## src/hw/rtl/sor_pkg.sv

```systemverilog
// sor_pkg: shared constants and types for the sigma outlier rejection core
// holds register indexes, reset values, multiplier digit width and the status struct
// no dependencies
package sor_pkg;

   // configuration register map
   localparam int CSR_INDEX_W = 2;
   localparam int CSR_DATA_W  = 8;
   typedef logic [CSR_INDEX_W-1:0] csr_index_type;
   localparam csr_index_type CSR_WINDOW_SIZE  = 2'd0;
   localparam csr_index_type CSR_REJECT_LIMIT = 2'd1;

   // register field widths and reset values
   localparam int WINDOW_CFG_W = 7;
   localparam int LIMIT_W      = 8;
   localparam int WINDOW_RESET = 16;
   localparam logic [LIMIT_W-1:0] LIMIT_RESET = 8'd48;

   // square of the Q4.4 limit, and the matching scale on the deviation side
   localparam int K2_W      = 2 * LIMIT_W;
   localparam int VAR_SHIFT = 8;

   // fewest held samples before the test applies
   localparam int MIN_HELD = 3;

   // multiplier digit consumed per cycle
   localparam int MUL_DIGIT_W = 16;

   // shared multiplier status
   typedef struct packed {
      logic busy;
      logic done;
   } mul_status_type;

endpackage

```

## src/hw/rtl/sor_mul_unit.sv

```systemverilog
// sor_mul_unit: shared iterative unsigned multiplier, one 16-bit digit of b per cycle
// stops early once the remaining digits of b are zero; product holds until the next start
// depends on sor_pkg
module sor_mul_unit #(
   parameter int A_W = 44,
   parameter int B_W = 23,
   parameter int P_W = 60
) (
   input  logic                   clock,
   input  logic                   reset,
   input  logic                   start,
   input  logic [A_W-1:0]         a,
   input  logic [B_W-1:0]         b,
   output sor_pkg::mul_status_type status,
   output logic [P_W-1:0]         product
);

   localparam int D     = sor_pkg::MUL_DIGIT_W;
   localparam int NDIG  = (B_W + D - 1) / D;
   localparam int B_PAD = NDIG * D;

   logic [P_W-1:0]   mcand_ff, mcand_in;
   logic [B_PAD-1:0] mplier_ff, mplier_in;
   logic [P_W-1:0]   acc_ff, acc_in;
   logic             busy_ff, busy_in;
   logic             done_ff, done_in;

   logic [D-1:0]     digit;
   logic [P_W+D-1:0] partial;
   logic [B_PAD-1:0] mplier_next;

   // one digit step
   always_comb begin
      digit       = mplier_ff[D-1:0];
      partial     = mcand_ff * digit;
      mplier_next = mplier_ff >> D;
      mcand_in    = mcand_ff;
      mplier_in   = mplier_ff;
      acc_in      = acc_ff;
      busy_in     = busy_ff;
      done_in     = 1'b0;
      if (start) begin
         mcand_in  = P_W'(a);
         mplier_in = B_PAD'(b);
         acc_in    = '0;
         busy_in   = 1'b1;
      end else if (busy_ff) begin
         acc_in    = acc_ff + partial[P_W-1:0];
         mcand_in  = mcand_ff << D;
         mplier_in = mplier_next;
         if (mplier_next == '0) begin
            busy_in = 1'b0;
            done_in = 1'b1;
         end
      end
   end

   // control state
   always_ff @(posedge clock) begin
      if (reset) begin
         busy_ff <= 1'b0;
         done_ff <= 1'b0;
      end else begin
         busy_ff <= busy_in;
         done_ff <= done_in;
      end
   end

   // operand and accumulator registers
   always_ff @(posedge clock) begin
      mcand_ff  <= mcand_in;
      mplier_ff <= mplier_in;
      acc_ff    <= acc_in;
   end

   assign status.busy = busy_ff;
   assign status.done = done_ff;
   assign product     = acc_ff;

endmodule

```

## src/hw/rtl/sigma_outlier_rejection_core.sv

```systemverilog
// sigma_outlier_rejection_core: top level, sequencer, window state and sample ring
// depends on sor_pkg and sor_mul_unit
//
// Sliding-window sigma outlier filter. Each accepted sample x is tested against the
// window of kept samples (sum S, sum of squares Q, count n) as
// 256*(n*x - S)^2 > k^2*(n*Q - S^2), k = reject_limit in Q4.4; an outlier returns the
// newest kept sample with rejected set, any other sample is stored and passed through.
// All products run through one shared multiplier that takes 16 bits of its second
// operand per cycle and stops after the highest nonzero 16-bit digit of that operand
// (at least one). With fewer than three samples held an item needs only the square of
// x and, on eviction, of the oldest sample; a tested item runs up to eight products in
// series, and its result may wait for the output register. req_ready is high only
// when the sequencer is idle; a finished result waits in the output register while the
// next sample is already being worked on. Writing window_size clears the window; the
// sample ring needs no clearing pass, since only slots written since the last clear are read.
module sigma_outlier_rejection_core #(
   parameter int MAX_WINDOW  = 64,
   parameter int SAMPLE_BITS = 16
) (
   input  logic                                 clock,
   input  logic                                 reset,
   input  logic                                 req_valid,
   output logic                                 req_ready,
   input  logic signed [SAMPLE_BITS-1:0]        req_sample,
   output logic                                 rsp_valid,
   input  logic                                 rsp_ready,
   output logic signed [SAMPLE_BITS-1:0]        rsp_filtered,
   output logic                                 rsp_rejected,
   input  logic                                 csr_valid,
   output logic                                 csr_ready,
   input  sor_pkg::csr_index_type               csr_index,
   input  logic [sor_pkg::CSR_DATA_W-1:0]       csr_wdata
);

   // derived widths
   localparam int CNT_W   = $clog2(MAX_WINDOW + 1);
   localparam int ADDR_W  = $clog2(MAX_WINDOW);
   localparam int SUM_W   = SAMPLE_BITS + ADDR_W;
   localparam int SQ_W    = 2 * SAMPLE_BITS - 1 + ADDR_W;
   localparam int XSQ_W   = 2 * SAMPLE_BITS - 1;
   localparam int MAG_W   = SUM_W + 1;
   localparam int DIFF_W  = SUM_W + 2;
   localparam int NQ_W    = SQ_W + CNT_W;
   localparam int LHS_W   = 2 * MAG_W + sor_pkg::VAR_SHIFT;
   localparam int RHS_W   = NQ_W + sor_pkg::K2_W;
   localparam int A_W     = NQ_W;
   localparam int B_W     = (MAG_W > sor_pkg::K2_W) ? MAG_W : sor_pkg::K2_W;
   localparam int P_W     = (RHS_W > 2 * MAG_W) ? RHS_W : 2 * MAG_W;
   localparam int CMP_W   = (LHS_W > P_W) ? LHS_W : P_W;
   localparam int OFS_W   = CNT_W + 1;
   localparam int WCMP_W  = (CNT_W > sor_pkg::WINDOW_CFG_W) ? CNT_W : sor_pkg::WINDOW_CFG_W;
   localparam int WINDOW_INIT =
      (sor_pkg::WINDOW_RESET > MAX_WINDOW) ? MAX_WINDOW : sor_pkg::WINDOW_RESET;

   // sequencer states
   localparam logic [3:0] ST_IDLE = 4'd0;
   localparam logic [3:0] ST_NX   = 4'd1;
   localparam logic [3:0] ST_DM2  = 4'd2;
   localparam logic [3:0] ST_NQ   = 4'd3;
   localparam logic [3:0] ST_S2   = 4'd4;
   localparam logic [3:0] ST_K2   = 4'd5;
   localparam logic [3:0] ST_VK   = 4'd6;
   localparam logic [3:0] ST_XX   = 4'd7;
   localparam logic [3:0] ST_OV   = 4'd8;
   localparam logic [3:0] ST_DONE = 4'd9;

   // control registers
   logic [3:0]                     state_ff, state_in;
   logic                           launch_ff, launch_in;
   logic                           rej_ff, rej_in;
   logic                           rsp_valid_ff, rsp_valid_in;
   logic [CNT_W-1:0]               held_ff, held_in;
   logic [ADDR_W-1:0]              slot_ff, slot_in;
   logic signed [SUM_W-1:0]        sum_ff, sum_in;
   logic [SQ_W-1:0]                sqsum_ff, sqsum_in;
   logic signed [SAMPLE_BITS-1:0]  newest_ff, newest_in;
   logic [CNT_W-1:0]               window_ff, window_in;
   logic [sor_pkg::LIMIT_W-1:0]    limit_ff, limit_in;

   // working registers
   logic signed [SAMPLE_BITS-1:0]  x_ff, x_in;
   logic [MAG_W-1:0]               dm_ff, dm_in;
   logic [2*MAG_W-1:0]             dm2_ff, dm2_in;
   logic [NQ_W-1:0]                nq_ff, nq_in;
   logic [NQ_W-1:0]                var_ff, var_in;
   logic [sor_pkg::K2_W-1:0]       k2_ff, k2_in;
   logic [XSQ_W-1:0]               xsq_ff, xsq_in;
   logic [XSQ_W-1:0]               ovsq_ff, ovsq_in;
   logic signed [SAMPLE_BITS-1:0]  rsp_filtered_ff, rsp_filtered_in;
   logic                           rsp_rejected_ff, rsp_rejected_in;

   // sample ring
   logic [SAMPLE_BITS-1:0]         ring_mem [MAX_WINDOW];
   logic signed [SAMPLE_BITS-1:0]  rd_data_ff;
   logic [ADDR_W-1:0]              old_addr;
   logic signed [OFS_W-1:0]        old_ofs;
   logic                           ring_we;

   // shared multiplier
   logic                           mul_start;
   logic [A_W-1:0]                 mul_a;
   logic [B_W-1:0]                 mul_b;
   logic [P_W-1:0]                 mul_prod;
   sor_pkg::mul_status_type        mul_stat;

   // helpers
   logic [SAMPLE_BITS-1:0]         x_mag;
   logic [SAMPLE_BITS-1:0]         ov_mag;
   logic [SUM_W-1:0]               sum_mag;
   logic                           evict;
   logic                           csr_write;
   logic                           req_beat;
   logic                           out_free;
   logic signed [DIFF_W-1:0]       nx_pos;
   logic signed [DIFF_W-1:0]       nx_dev;
   logic [CMP_W-1:0]               lhs_cmp;
   logic [WCMP_W-1:0]              win_raw;

   sor_mul_unit #(
      .A_W(A_W),
      .B_W(B_W),
      .P_W(P_W)
   ) u_mul (
      .clock  (clock),
      .reset  (reset),
      .start  (mul_start),
      .a      (mul_a),
      .b      (mul_b),
      .status (mul_stat),
      .product(mul_prod)
   );

   // magnitudes, eviction and oldest slot
   always_comb begin
      x_mag   = x_ff[SAMPLE_BITS-1] ? SAMPLE_BITS'(-x_ff) : SAMPLE_BITS'(x_ff);
      ov_mag  = rd_data_ff[SAMPLE_BITS-1] ? SAMPLE_BITS'(-rd_data_ff)
                                          : SAMPLE_BITS'(rd_data_ff);
      sum_mag = sum_ff[SUM_W-1] ? SUM_W'(-sum_ff) : SUM_W'(sum_ff);
      evict   = (held_ff >= window_ff);
      old_ofs = signed'(OFS_W'(slot_ff)) - signed'(OFS_W'(held_ff));
      if (old_ofs < 0) begin
         old_ofs = old_ofs + signed'(OFS_W'(MAX_WINDOW));
      end
      old_addr = old_ofs[ADDR_W-1:0];
   end

   // multiplier operand select
   always_comb begin
      mul_a = '0;
      mul_b = '0;
      case (state_ff)
         ST_NX: begin
            mul_a = A_W'(x_mag);
            mul_b = B_W'(held_ff);
         end
         ST_DM2: begin
            mul_a = A_W'(dm_ff);
            mul_b = B_W'(dm_ff);
         end
         ST_NQ: begin
            mul_a = A_W'(sqsum_ff);
            mul_b = B_W'(held_ff);
         end
         ST_S2: begin
            mul_a = A_W'(sum_mag);
            mul_b = B_W'(sum_mag);
         end
         ST_K2: begin
            mul_a = A_W'(limit_ff);
            mul_b = B_W'(limit_ff);
         end
         ST_VK: begin
            mul_a = A_W'(var_ff);
            mul_b = B_W'(k2_ff);
         end
         ST_XX: begin
            mul_a = A_W'(x_mag);
            mul_b = B_W'(x_mag);
         end
         ST_OV: begin
            mul_a = A_W'(ov_mag);
            mul_b = B_W'(ov_mag);
         end
         default: begin
            mul_a = '0;
            mul_b = '0;
         end
      endcase
      mul_start = launch_ff && !(state_ff inside {ST_IDLE, ST_DONE});
   end

   // deviation n*x - S from the unsigned product, scaled left side and clamped window write value
   always_comb begin
      nx_pos  = signed'(DIFF_W'(mul_prod[SUM_W-1:0]));
      nx_dev  = x_ff[SAMPLE_BITS-1] ? (-nx_pos - DIFF_W'(sum_ff))
                                    : (nx_pos - DIFF_W'(sum_ff));
      lhs_cmp = CMP_W'(dm2_ff) << sor_pkg::VAR_SHIFT;
      win_raw = WCMP_W'(csr_wdata[sor_pkg::WINDOW_CFG_W-1:0]);
      if (win_raw == '0) begin
         win_raw = WCMP_W'(1);
      end else if (win_raw > WCMP_W'(MAX_WINDOW)) begin
         win_raw = WCMP_W'(MAX_WINDOW);
      end
   end

   // handshakes
   assign req_ready = (state_ff == ST_IDLE);
   assign csr_ready = (state_ff == ST_IDLE) && !rsp_valid_ff;
   assign req_beat  = req_valid && req_ready;
   assign csr_write = csr_valid && csr_ready;
   assign out_free  = !rsp_valid_ff || rsp_ready;

   // sequencer and window update
   always_comb begin
      state_in        = state_ff;
      rej_in          = rej_ff;
      rsp_valid_in    = rsp_valid_ff;
      held_in         = held_ff;
      slot_in         = slot_ff;
      sum_in          = sum_ff;
      sqsum_in        = sqsum_ff;
      newest_in       = newest_ff;
      window_in       = window_ff;
      limit_in        = limit_ff;
      x_in            = x_ff;
      dm_in           = dm_ff;
      dm2_in          = dm2_ff;
      nq_in           = nq_ff;
      var_in          = var_ff;
      k2_in           = k2_ff;
      xsq_in          = xsq_ff;
      ovsq_in         = ovsq_ff;
      rsp_filtered_in = rsp_filtered_ff;
      rsp_rejected_in = rsp_rejected_ff;
      ring_we         = 1'b0;

      // result beat taken downstream
      if (rsp_valid_ff && rsp_ready) begin
         rsp_valid_in = 1'b0;
      end

      // register writes
      if (csr_write) begin
         case (csr_index)
            sor_pkg::CSR_WINDOW_SIZE: begin
               window_in = CNT_W'(win_raw);
               held_in   = '0;
               slot_in   = '0;
               sum_in    = '0;
               sqsum_in  = '0;
               newest_in = '0;
            end
            sor_pkg::CSR_REJECT_LIMIT: begin
               limit_in = csr_wdata[sor_pkg::LIMIT_W-1:0];
            end
            default: begin
            end
         endcase
      end

      case (state_ff)
         ST_IDLE: begin
            if (req_beat) begin
               x_in   = req_sample;
               rej_in = 1'b0;
               state_in = (held_ff >= CNT_W'(sor_pkg::MIN_HELD)) ? ST_NX : ST_XX;
            end
         end
         ST_NX: begin
            if (mul_stat.done) begin
               dm_in    = (nx_dev < 0) ? MAG_W'(-nx_dev) : MAG_W'(nx_dev);
               state_in = ST_DM2;
            end
         end
         ST_DM2: begin
            if (mul_stat.done) begin
               dm2_in   = mul_prod[2*MAG_W-1:0];
               state_in = ST_NQ;
            end
         end
         ST_NQ: begin
            if (mul_stat.done) begin
               nq_in    = mul_prod[NQ_W-1:0];
               state_in = ST_S2;
            end
         end
         ST_S2: begin
            // zero variance: always keep
            if (mul_stat.done) begin
               if (P_W'(nq_ff) > mul_prod) begin
                  var_in   = nq_ff - mul_prod[NQ_W-1:0];
                  state_in = ST_K2;
               end else begin
                  state_in = ST_XX;
               end
            end
         end
         ST_K2: begin
            if (mul_stat.done) begin
               k2_in    = mul_prod[sor_pkg::K2_W-1:0];
               state_in = ST_VK;
            end
         end
         ST_VK: begin
            if (mul_stat.done) begin
               if (lhs_cmp > CMP_W'(mul_prod)) begin
                  rej_in   = 1'b1;
                  state_in = ST_DONE;
               end else begin
                  state_in = ST_XX;
               end
            end
         end
         ST_XX: begin
            if (mul_stat.done) begin
               xsq_in   = mul_prod[XSQ_W-1:0];
               state_in = evict ? ST_OV : ST_DONE;
            end
         end
         ST_OV: begin
            if (mul_stat.done) begin
               ovsq_in  = mul_prod[XSQ_W-1:0];
               state_in = ST_DONE;
            end
         end
         ST_DONE: begin
            // load the result beat, commit a kept sample
            if (out_free) begin
               rsp_valid_in    = 1'b1;
               rsp_rejected_in = rej_ff;
               if (rej_ff) begin
                  rsp_filtered_in = newest_ff;
               end else begin
                  rsp_filtered_in = x_ff;
                  ring_we         = 1'b1;
                  newest_in       = x_ff;
                  slot_in = (slot_ff == ADDR_W'(MAX_WINDOW - 1)) ? '0 : slot_ff + 1'b1;
                  if (evict) begin
                     sum_in   = sum_ff + SUM_W'(x_ff) - SUM_W'(rd_data_ff);
                     sqsum_in = sqsum_ff + SQ_W'(xsq_ff) - SQ_W'(ovsq_ff);
                  end else begin
                     sum_in   = sum_ff + SUM_W'(x_ff);
                     sqsum_in = sqsum_ff + SQ_W'(xsq_ff);
                     held_in  = held_ff + 1'b1;
                  end
               end
               state_in = ST_IDLE;
            end
         end
         default: begin
            state_in = ST_IDLE;
         end
      endcase

      launch_in = (state_in != state_ff);
   end

   // control state
   always_ff @(posedge clock) begin
      if (reset) begin
         state_ff     <= ST_IDLE;
         launch_ff    <= 1'b0;
         rej_ff       <= 1'b0;
         rsp_valid_ff <= 1'b0;
         held_ff      <= '0;
         slot_ff      <= '0;
         sum_ff       <= '0;
         sqsum_ff     <= '0;
         newest_ff    <= '0;
         window_ff    <= CNT_W'(WINDOW_INIT);
         limit_ff     <= sor_pkg::LIMIT_RESET;
      end else begin
         state_ff     <= state_in;
         launch_ff    <= launch_in;
         rej_ff       <= rej_in;
         rsp_valid_ff <= rsp_valid_in;
         held_ff      <= held_in;
         slot_ff      <= slot_in;
         sum_ff       <= sum_in;
         sqsum_ff     <= sqsum_in;
         newest_ff    <= newest_in;
         window_ff    <= window_in;
         limit_ff     <= limit_in;
      end
   end

   // working and output registers
   always_ff @(posedge clock) begin
      x_ff            <= x_in;
      dm_ff           <= dm_in;
      dm2_ff          <= dm2_in;
      nq_ff           <= nq_in;
      var_ff          <= var_in;
      k2_ff           <= k2_in;
      xsq_ff          <= xsq_in;
      ovsq_ff         <= ovsq_in;
      rsp_filtered_ff <= rsp_filtered_in;
      rsp_rejected_ff <= rsp_rejected_in;
   end

   // sample ring, registered read of the oldest slot
   always_ff @(posedge clock) begin
      if (ring_we) begin
         ring_mem[slot_ff] <= x_ff;
      end
      rd_data_ff <= ring_mem[old_addr];
   end

   assign rsp_valid    = rsp_valid_ff;
   assign rsp_filtered = rsp_filtered_ff;
   assign rsp_rejected = rsp_rejected_ff;

   // checks
   a_held_in_window: assert property (@(posedge clock) disable iff (reset)
      held_ff <= window_ff)
      else $error("held count above window size");

   a_window_range: assert property (@(posedge clock) disable iff (reset)
      window_ff != '0 && window_ff <= CNT_W'(MAX_WINDOW))
      else $error("window size out of range");

   a_reject_repeats: assert property (@(posedge clock) disable iff (reset)
      rsp_valid_ff && rsp_rejected_ff |->
         rsp_filtered_ff == newest_ff && held_ff >= CNT_W'(sor_pkg::MIN_HELD))
      else $error("rejected beat does not repeat newest kept sample");

   a_idle_mul_quiet: assert property (@(posedge clock) disable iff (reset)
      state_ff == ST_IDLE |-> !mul_stat.busy)
      else $error("multiplier busy while sequencer idle");

endmodule
```

## config.mk

```make
export PLATFORM = sky130hd
export DESIGN_NAME = sigma_outlier_rejection_core
export DESIGN_NICKNAME = d
export VERILOG_FILES = /design/src/hw/rtl/sor_pkg.sv /design/src/hw/rtl/sor_mul_unit.sv /design/src/hw/rtl/sigma_outlier_rejection_core.sv
export SDC_FILE = /design/constraint.sdc
export NUM_CORES = 2
export LEC_CHECK = 0
export BUFFER_PORTS_ARGS = -buffer_cell sky130_fd_sc_hd__buf_2
export CAP_MARGIN = 10
export CORE_MARGIN = 2
export CORE_UTILIZATION = 40
export DETAILED_ROUTE_END_ITERATION = 8
export GPL_ROUTABILITY_DRIVEN = 0
export PLACE_DENSITY_LB_ADDON = 0.1
export SETUP_SLACK_MARGIN = 0.1
export SLEW_MARGIN = 20
export SYNTH_ARGS = -nofsm -noshare
export SYNTH_HDL_FRONTEND = slang
export SYNTH_SLANG_ARGS = --single-unit
export TNS_END_PERCENT = 100
```

## constraint.sdc

```tcl
create_clock -name clock -period 7.5 [get_ports clock]
set_clock_uncertainty 0.15 [all_clocks]
set_input_delay 0.375 -clock clock [delete_from_list [all_inputs] [get_ports clock]]
set_output_delay 0.375 -clock clock [all_outputs]
set_load 0.02 [all_outputs]
```

## After elaboration in Yosys (flattened, before gate mapping)

Memories as Yosys holds them, arrays and structs flattened. A register that Yosys moved wholly into a read port is not among the register bits.
Cells that the tools add are included.

| storage, ports and cells | value |
|---|---|
| memories | 1 |
| ROM bits | 0 |
| flip-flop bits (word level) | 523 |
| latch bits | 0 |
| RAM bits | 1,024 |
| output and inout bits | 20 |
| logic and storage cells | 174 |

| cells by class | value |
|---|---|
| div/mod/pow operators | 0 |
| add/subtract/negate cells | 17 |
| $lt $le $gt $ge | 7 |
| eq/ne operators | 15 |
| shift operators | 0 |
| bitwise logic cells | 1 |
| multiply operators | 1 |
| multiplexer cells | 75 |
| reductions and logical operators | 30 |

Memories:

| memory | depth | bits a word | read ports | clocked after Yosys merged registers in | wr ports | line | source |
|---|---|---|---|---|---|---|---|
| ring_mem | 64 | 16 | 1 | 1 | 1 | sigma_outlier_rejection_core.sv:93 | `logic [SAMPLE_BITS-1:0] ring_mem [MAX_WINDOW];` |

Operator list:

| cell | count |
|---|---|
| 44-bit case mux with 7 select lines | 1 |
| 37-bit two-way mux | 6 |
| 23-bit case mux with 7 select lines | 1 |
| 22-bit two-way mux | 7 |
| 16-bit two-way mux | 8 |
| 44-bit two-way mux | 2 |
| 23-bit two-way mux | 3 |
| 60-bit adder | 1 |
| 44-bit by 60-bit > comparator with 1-bit output | 1 |
| 54-bit by 60-bit > comparator with 1-bit output | 1 |
| 60-bit by 16-bit multiplier with 60-bit output | 1 |
| 7-bit two-way mux | 8 |
| 4-bit two-way mux | 11 |
| 44-bit subtractor | 1 |
| 6-bit two-way mux | 7 |
| 4-bit case mux with 10 select lines | 1 |
| 37-bit by 31-bit adder with 37-bit output | 1 |
| 37-bit by 31-bit subtractor with 37-bit output | 1 |
| 32-bit zero test | 1 |
| 16-bit negator | 2 |
| 24-bit by 1-bit less-than comparator with 1-bit output, second input constant | 1 |
| 24-bit two-way mux | 1 |
| 22-bit negator with 24-bit output | 1 |
| 23-bit by 22-bit subtractor with 24-bit output | 1 |
| 38 further kinds | 77 |

## Logic depth before layout (Yosys ltp)

| depth | value |
|---|---|
| word-level depth | 8 |
| depth in mapped cells | 28 |
| mapped depth without buffers | 26 |

## Hierarchy

From an unflattened synthesis, not the netlist that was laid out.

| second synthesis, totals | value |
|---|---|
| cells, all modules | 8,202 |
| area, all modules | 99,267.7 um^2 |

Modules (own cells, without submodules):

| module | cells each | area each (um^2) | instances | sequential area each (um^2) |
|---|---|---|---|---|
| sigma_outlier_rejection_core | 4,615 | 67,155.7 | 1 | 41,319.6 |
| sor_mul_unit | 3,587 | 32,112.0 | 1 | 3,573.4 |

## Worst setup path before layout

OpenSTA, ideal clock, no wires.

| timing path | value |
|---|---|
| kind | reg2reg |
| start point | register u_mul.mplier_ff[3] |
| end point | register u_mul.acc_ff[56] (netlist: u_mul.product[56]) |
| arrival time | 6,618 ps |
| path buffers | 3 |
| slack | 503 ps |
| cell stages (with the launch flop) | 29 |
| path through | edfxtp_1 -> clkbuf_1 -> clkbuf_1 -> nand2_1 -> fa_1 -> inv_1 -> fa_1 -> inv_1 -> fa_1 -> inv_1 -> fa_1 -> fa_1 -> inv_1 -> fa_1 -> inv_1 -> ha_1 -> clkbuf_1 -> a21o_1 -> a21o_1 -> a21o_1 -> a21oi_1 -> o21ai_1 -> a221o_1 -> o2111ai_1 -> a21oi_1 -> or2_1 -> a221oi_1 -> xor2_1 -> o22ai_1 |

| between the ends | value |
|---|---|
| cells in the longest elaborated chain, start to end | 2 |

RTL lines:

| item | line | source |
|---|---|---|
| start: declaration | sor_mul_unit.sv:23 | `logic [B_PAD-1:0] mplier_ff, mplier_in;` |
| start signal: assignment | sor_mul_unit.sv:72 | `mplier_ff <= mplier_in;` |
| 60-bit by 16-bit multiplier with 60-bit output | sor_mul_unit.sv:35 | `partial = mcand_ff * digit;` |
| 60-bit adder | sor_mul_unit.sv:48 | `acc_in = acc_ff + partial[P_W-1:0];` |
| end signal: assignment | sor_mul_unit.sv:73 | `acc_ff <= acc_in;` |
| end: declaration | sor_mul_unit.sv:24 | `logic [P_W-1:0] acc_ff, acc_in;` |

No other way between the ends.
A chain may end at the register's enable or synchronous reset.

## Final worst setup path

| timing path | value |
|---|---|
| start point | register u_mul.mplier_ff[1] |
| end point | register u_mul.acc_ff[46] (netlist: u_mul.product[46]) |

The elaborated chain is that of the path after synthesis.

==> impl_metrics.tcl <==
set metrics [dict create \
    status "completed" \
    grt_max_degree 82 \
    grt_usage 0.242 \
    cts_tree "done" \
    yosys-top-cells-area "edfxtp_1 (42%), fa_1 (16%), mux4_2 (7.4%)" \
    cpLargestDelayFamily "adder cells" \
    synth_cell_types 93 \
    synthMuxAreaShare 0.0847 \
    grt_setup_unrepaired "yes" \
    synth-xor-area-share 0.0276 \
    synth_edf_count 1359 \
    numCtsBuffers 166 \
    num_io_pins 51 \
    synth_cells 7984 \
    die_h_um 499 \
    overflow 0 \
    dp_hpwl_um 218000 \
    cp-end-kind "flop" \
    yosys.area_share.simple 0.0920 \
    core_mm2 0.243 \
    hold_path_class "in -> reg" \
    yosysWarnings 0 \
    die_area_mm2 0.249 \
    synth_top_cell_area_share 0.417 \
    drtIter0Drc 6105 \
    reg2reg_depth 25 \
    worst_pin_slew_ns 1.14 \
    r2r_slack_ns 0.20 \
    initial_core_util 0.403 \
    wl_per_cell_um 26.2 \
    start_kind "flop" \
    mappedNetlistNets 9151 \
    crit_required_ns 7.96 \
    routed_wl_um 304000 \
    max_stage_delay_ns 0.61 \
    cp.depth 25 \
    via_per_inst 5.50 \
    cts_root_buf "clkbuf_16" \
    grt_pass1_wl_um 446000 \
    postSynthAreaPerCell_um2 12.3 \
    vias 63782 \
    clk_pin_slew_ns 0.06 \
    drv_cap 0 \
    syn_area_mm2 0.0979 \
    synth_compound_area_frac 0.0772 \
    worstHoldPathCells 2 \
    port_buffers 50 \
    cts_sinks 1563 \
    synth_top_cell_by_area "edfxtp_1" \
    synthArstFlopShare 0 \
    worst_slack_ns 0.199 \
    synth_top_family_by_area "adder cells" \
    ys_seq_area_frac 0.458 \
    ys_ff_latch 1563 \
    post-route-drc-count 0 \
    crit_top_cell "fa_1" \
    final_nets 9423 \
    critPathBufInv 7 \
    antenna_found_initial 17 \
    clk_latency_ns 0.83 \
    timing.final.max_slew_violations 0 \
    preCtsSetupSlack_ns -0.248 \
    synthTopCellsByCount "edfxtp_1 (1359), inv_1 (1111), nand2_1 (815)" \
    synth-main-ff-cell "edfxtp_1" \
    synthAdderAreaFrac 0.204 \
    fmax_mhz 137 \
    crit_fanout 18 \
    relSlewSlack 0.239 \
    cts_buffer_depth 3 \
    hold_viol 0 \
    finalCriticalPeriod_ns 7.30 \
    cts_max_level 4 \
    rows 181 \
    fin_crit_sh 0.973 \
    drive_gt1_frac 0.139 \
    ant_nets 0 \
    arrival_ns 7.76 \
    synth.most_common_cell "edfxtp_1" \
    critPathKind "reg -> reg" \
    grt_pass1_vias 65679 \
    firstDrtPassIters 6 \
    fp.dieW_um 499 \
    finalSetupViolCount 0 \
    slowest_stage "fa_1" \
    area_growth_pct 13.4 \
]
==> placed cells by master (no fill, tap or decap), types with 206 or more instances in the layout <==
master	netlist	layout
edfxtp_1	1359	1359
inv_1	1111	1110
nand2_1	815	813
fa_1	762	752
ha_1	374	365
a21oi_1	346	330
mux4_2	320	320
nor2_1	361	310
buf_4	0	303
and2_1	293	289
xnor2_1	210	206
==> layer usage <==
layer  wire length [µm]  global-route usage  up-vias  share of wire
met5                  0                   0        -              0
met4              10400              0.0795        0          0.034
met3              16400              0.0278      370          0.054
met2             140000               0.387     1894           0.46
met1             137000               0.345    33293           0.45
li1                   -                   -    28225              -
==> logic make-up (layout without fill, tap and decap cells) <==
logic type / Yosys count / in the layout
flip-flops: 1563 / 1563
other: 0 / 4
XOR/XNOR: 307 / 307
buffers and inverters: 1471 / 1879
adder cells (fa/ha/maj): 1136 / 1136
multiplexers: 426 / 426
AO/OA/AOI/OAI: 1158 / 1158
AND/OR/NAND/NOR: 1923 / 1923
==> layout make-up <==
class	instances	area [µm²]
multi-input combinational	4950	48100
sequential	1563	44900
fill	22201	132000
tap	3202	4010
timing repair buffer	464	4330
antenna	4	10.0
clock inverter	75	957
clock buffer	229	4500
inverter	1111	4170
==> sequential cells by signal (all words and copies together) (netlist names), 8 cells and up <==
register,flops
dm2_ff,46
dm_ff,23
k2_ff,16
limit_ff,8
newest_ff,16
nq_ff,44
ovsq_ff,31
rd_data_ff,16
ring_mem,1024
rsp_filtered,16
sqsum_ff,37
sum_ff,22
u_mul.mcand_ff,60
u_mul.mplier_ff,23
u_mul.product,60
var_ff,44
x_ff,16
xsq_ff,31
==> worst paths after layout <==
check | to | start
worst max-delay path | u_mul.product[46] | u_mul.mplier_ff[1]
worst max register to register | u_mul.product[46] | u_mul.mplier_ff[1]
worst min register to register | newest_ff[14] | newest_ff[14]
worst min-delay path | x_ff[5] | req_sample[5]
==> through the flow <==
| step | TNS [ns] | std cells | hold WS [ns] | util | area, µm² |
|---|---|---|---|---|---|
| floorplan | 0 | 7984 | 0.276 | - | 97900 |
| global placement | -0.420 | 11186 | 0.299 | 0.427 | 104000 |
| detailed placement | -0.479 | 11187 | 0.301 | 0.427 | 104000 |
| CTS | 0 | 11544 | 0.0531 | 0.452 | 110000 |
| global route | 0 | 11595 | 0.0812 | 0.456 | 111000 |
| finish | 0 | 11598 | 0.120 | 0.456 | 111000 |
==> worst register-to-register path, cell delays in order (launching register included) <==
cell and delay, ns:
edfxtp_1 0.49, buf_6 0.17, clkbuf_16 0.20, nand2_1 0.10
fa_1 0.54, fa_1 0.52, fa_1 0.53, inv_1 0.06
fa_1 0.61, fa_1 0.47, fa_1 0.47, ha_2 0.42
nand2_1 0.07, o41a_1 0.42, buf_6 0.15, buf_4 0.14
o31a_1 0.23, buf_4 0.17, buf_4 0.16, o21bai_1 0.23
a21o_1 0.16, a21o_1 0.14, a21o_1 0.15, a21oi_2 0.06
xor2_1 0.20, o22ai_1 0.11
==> timing repair <==
action	CTS	global route
endpoints found under the hold margin	55	0
setup buffers	17	42
pin swaps	1	39
gates cloned	0	8
hold buffers	36	0
endpoints found under the setup margin	13	15
resized for setup	10	91
Power is not shown: default switching activity piles up to over one toggle a cycle in this logic, so the estimate is an artifact.
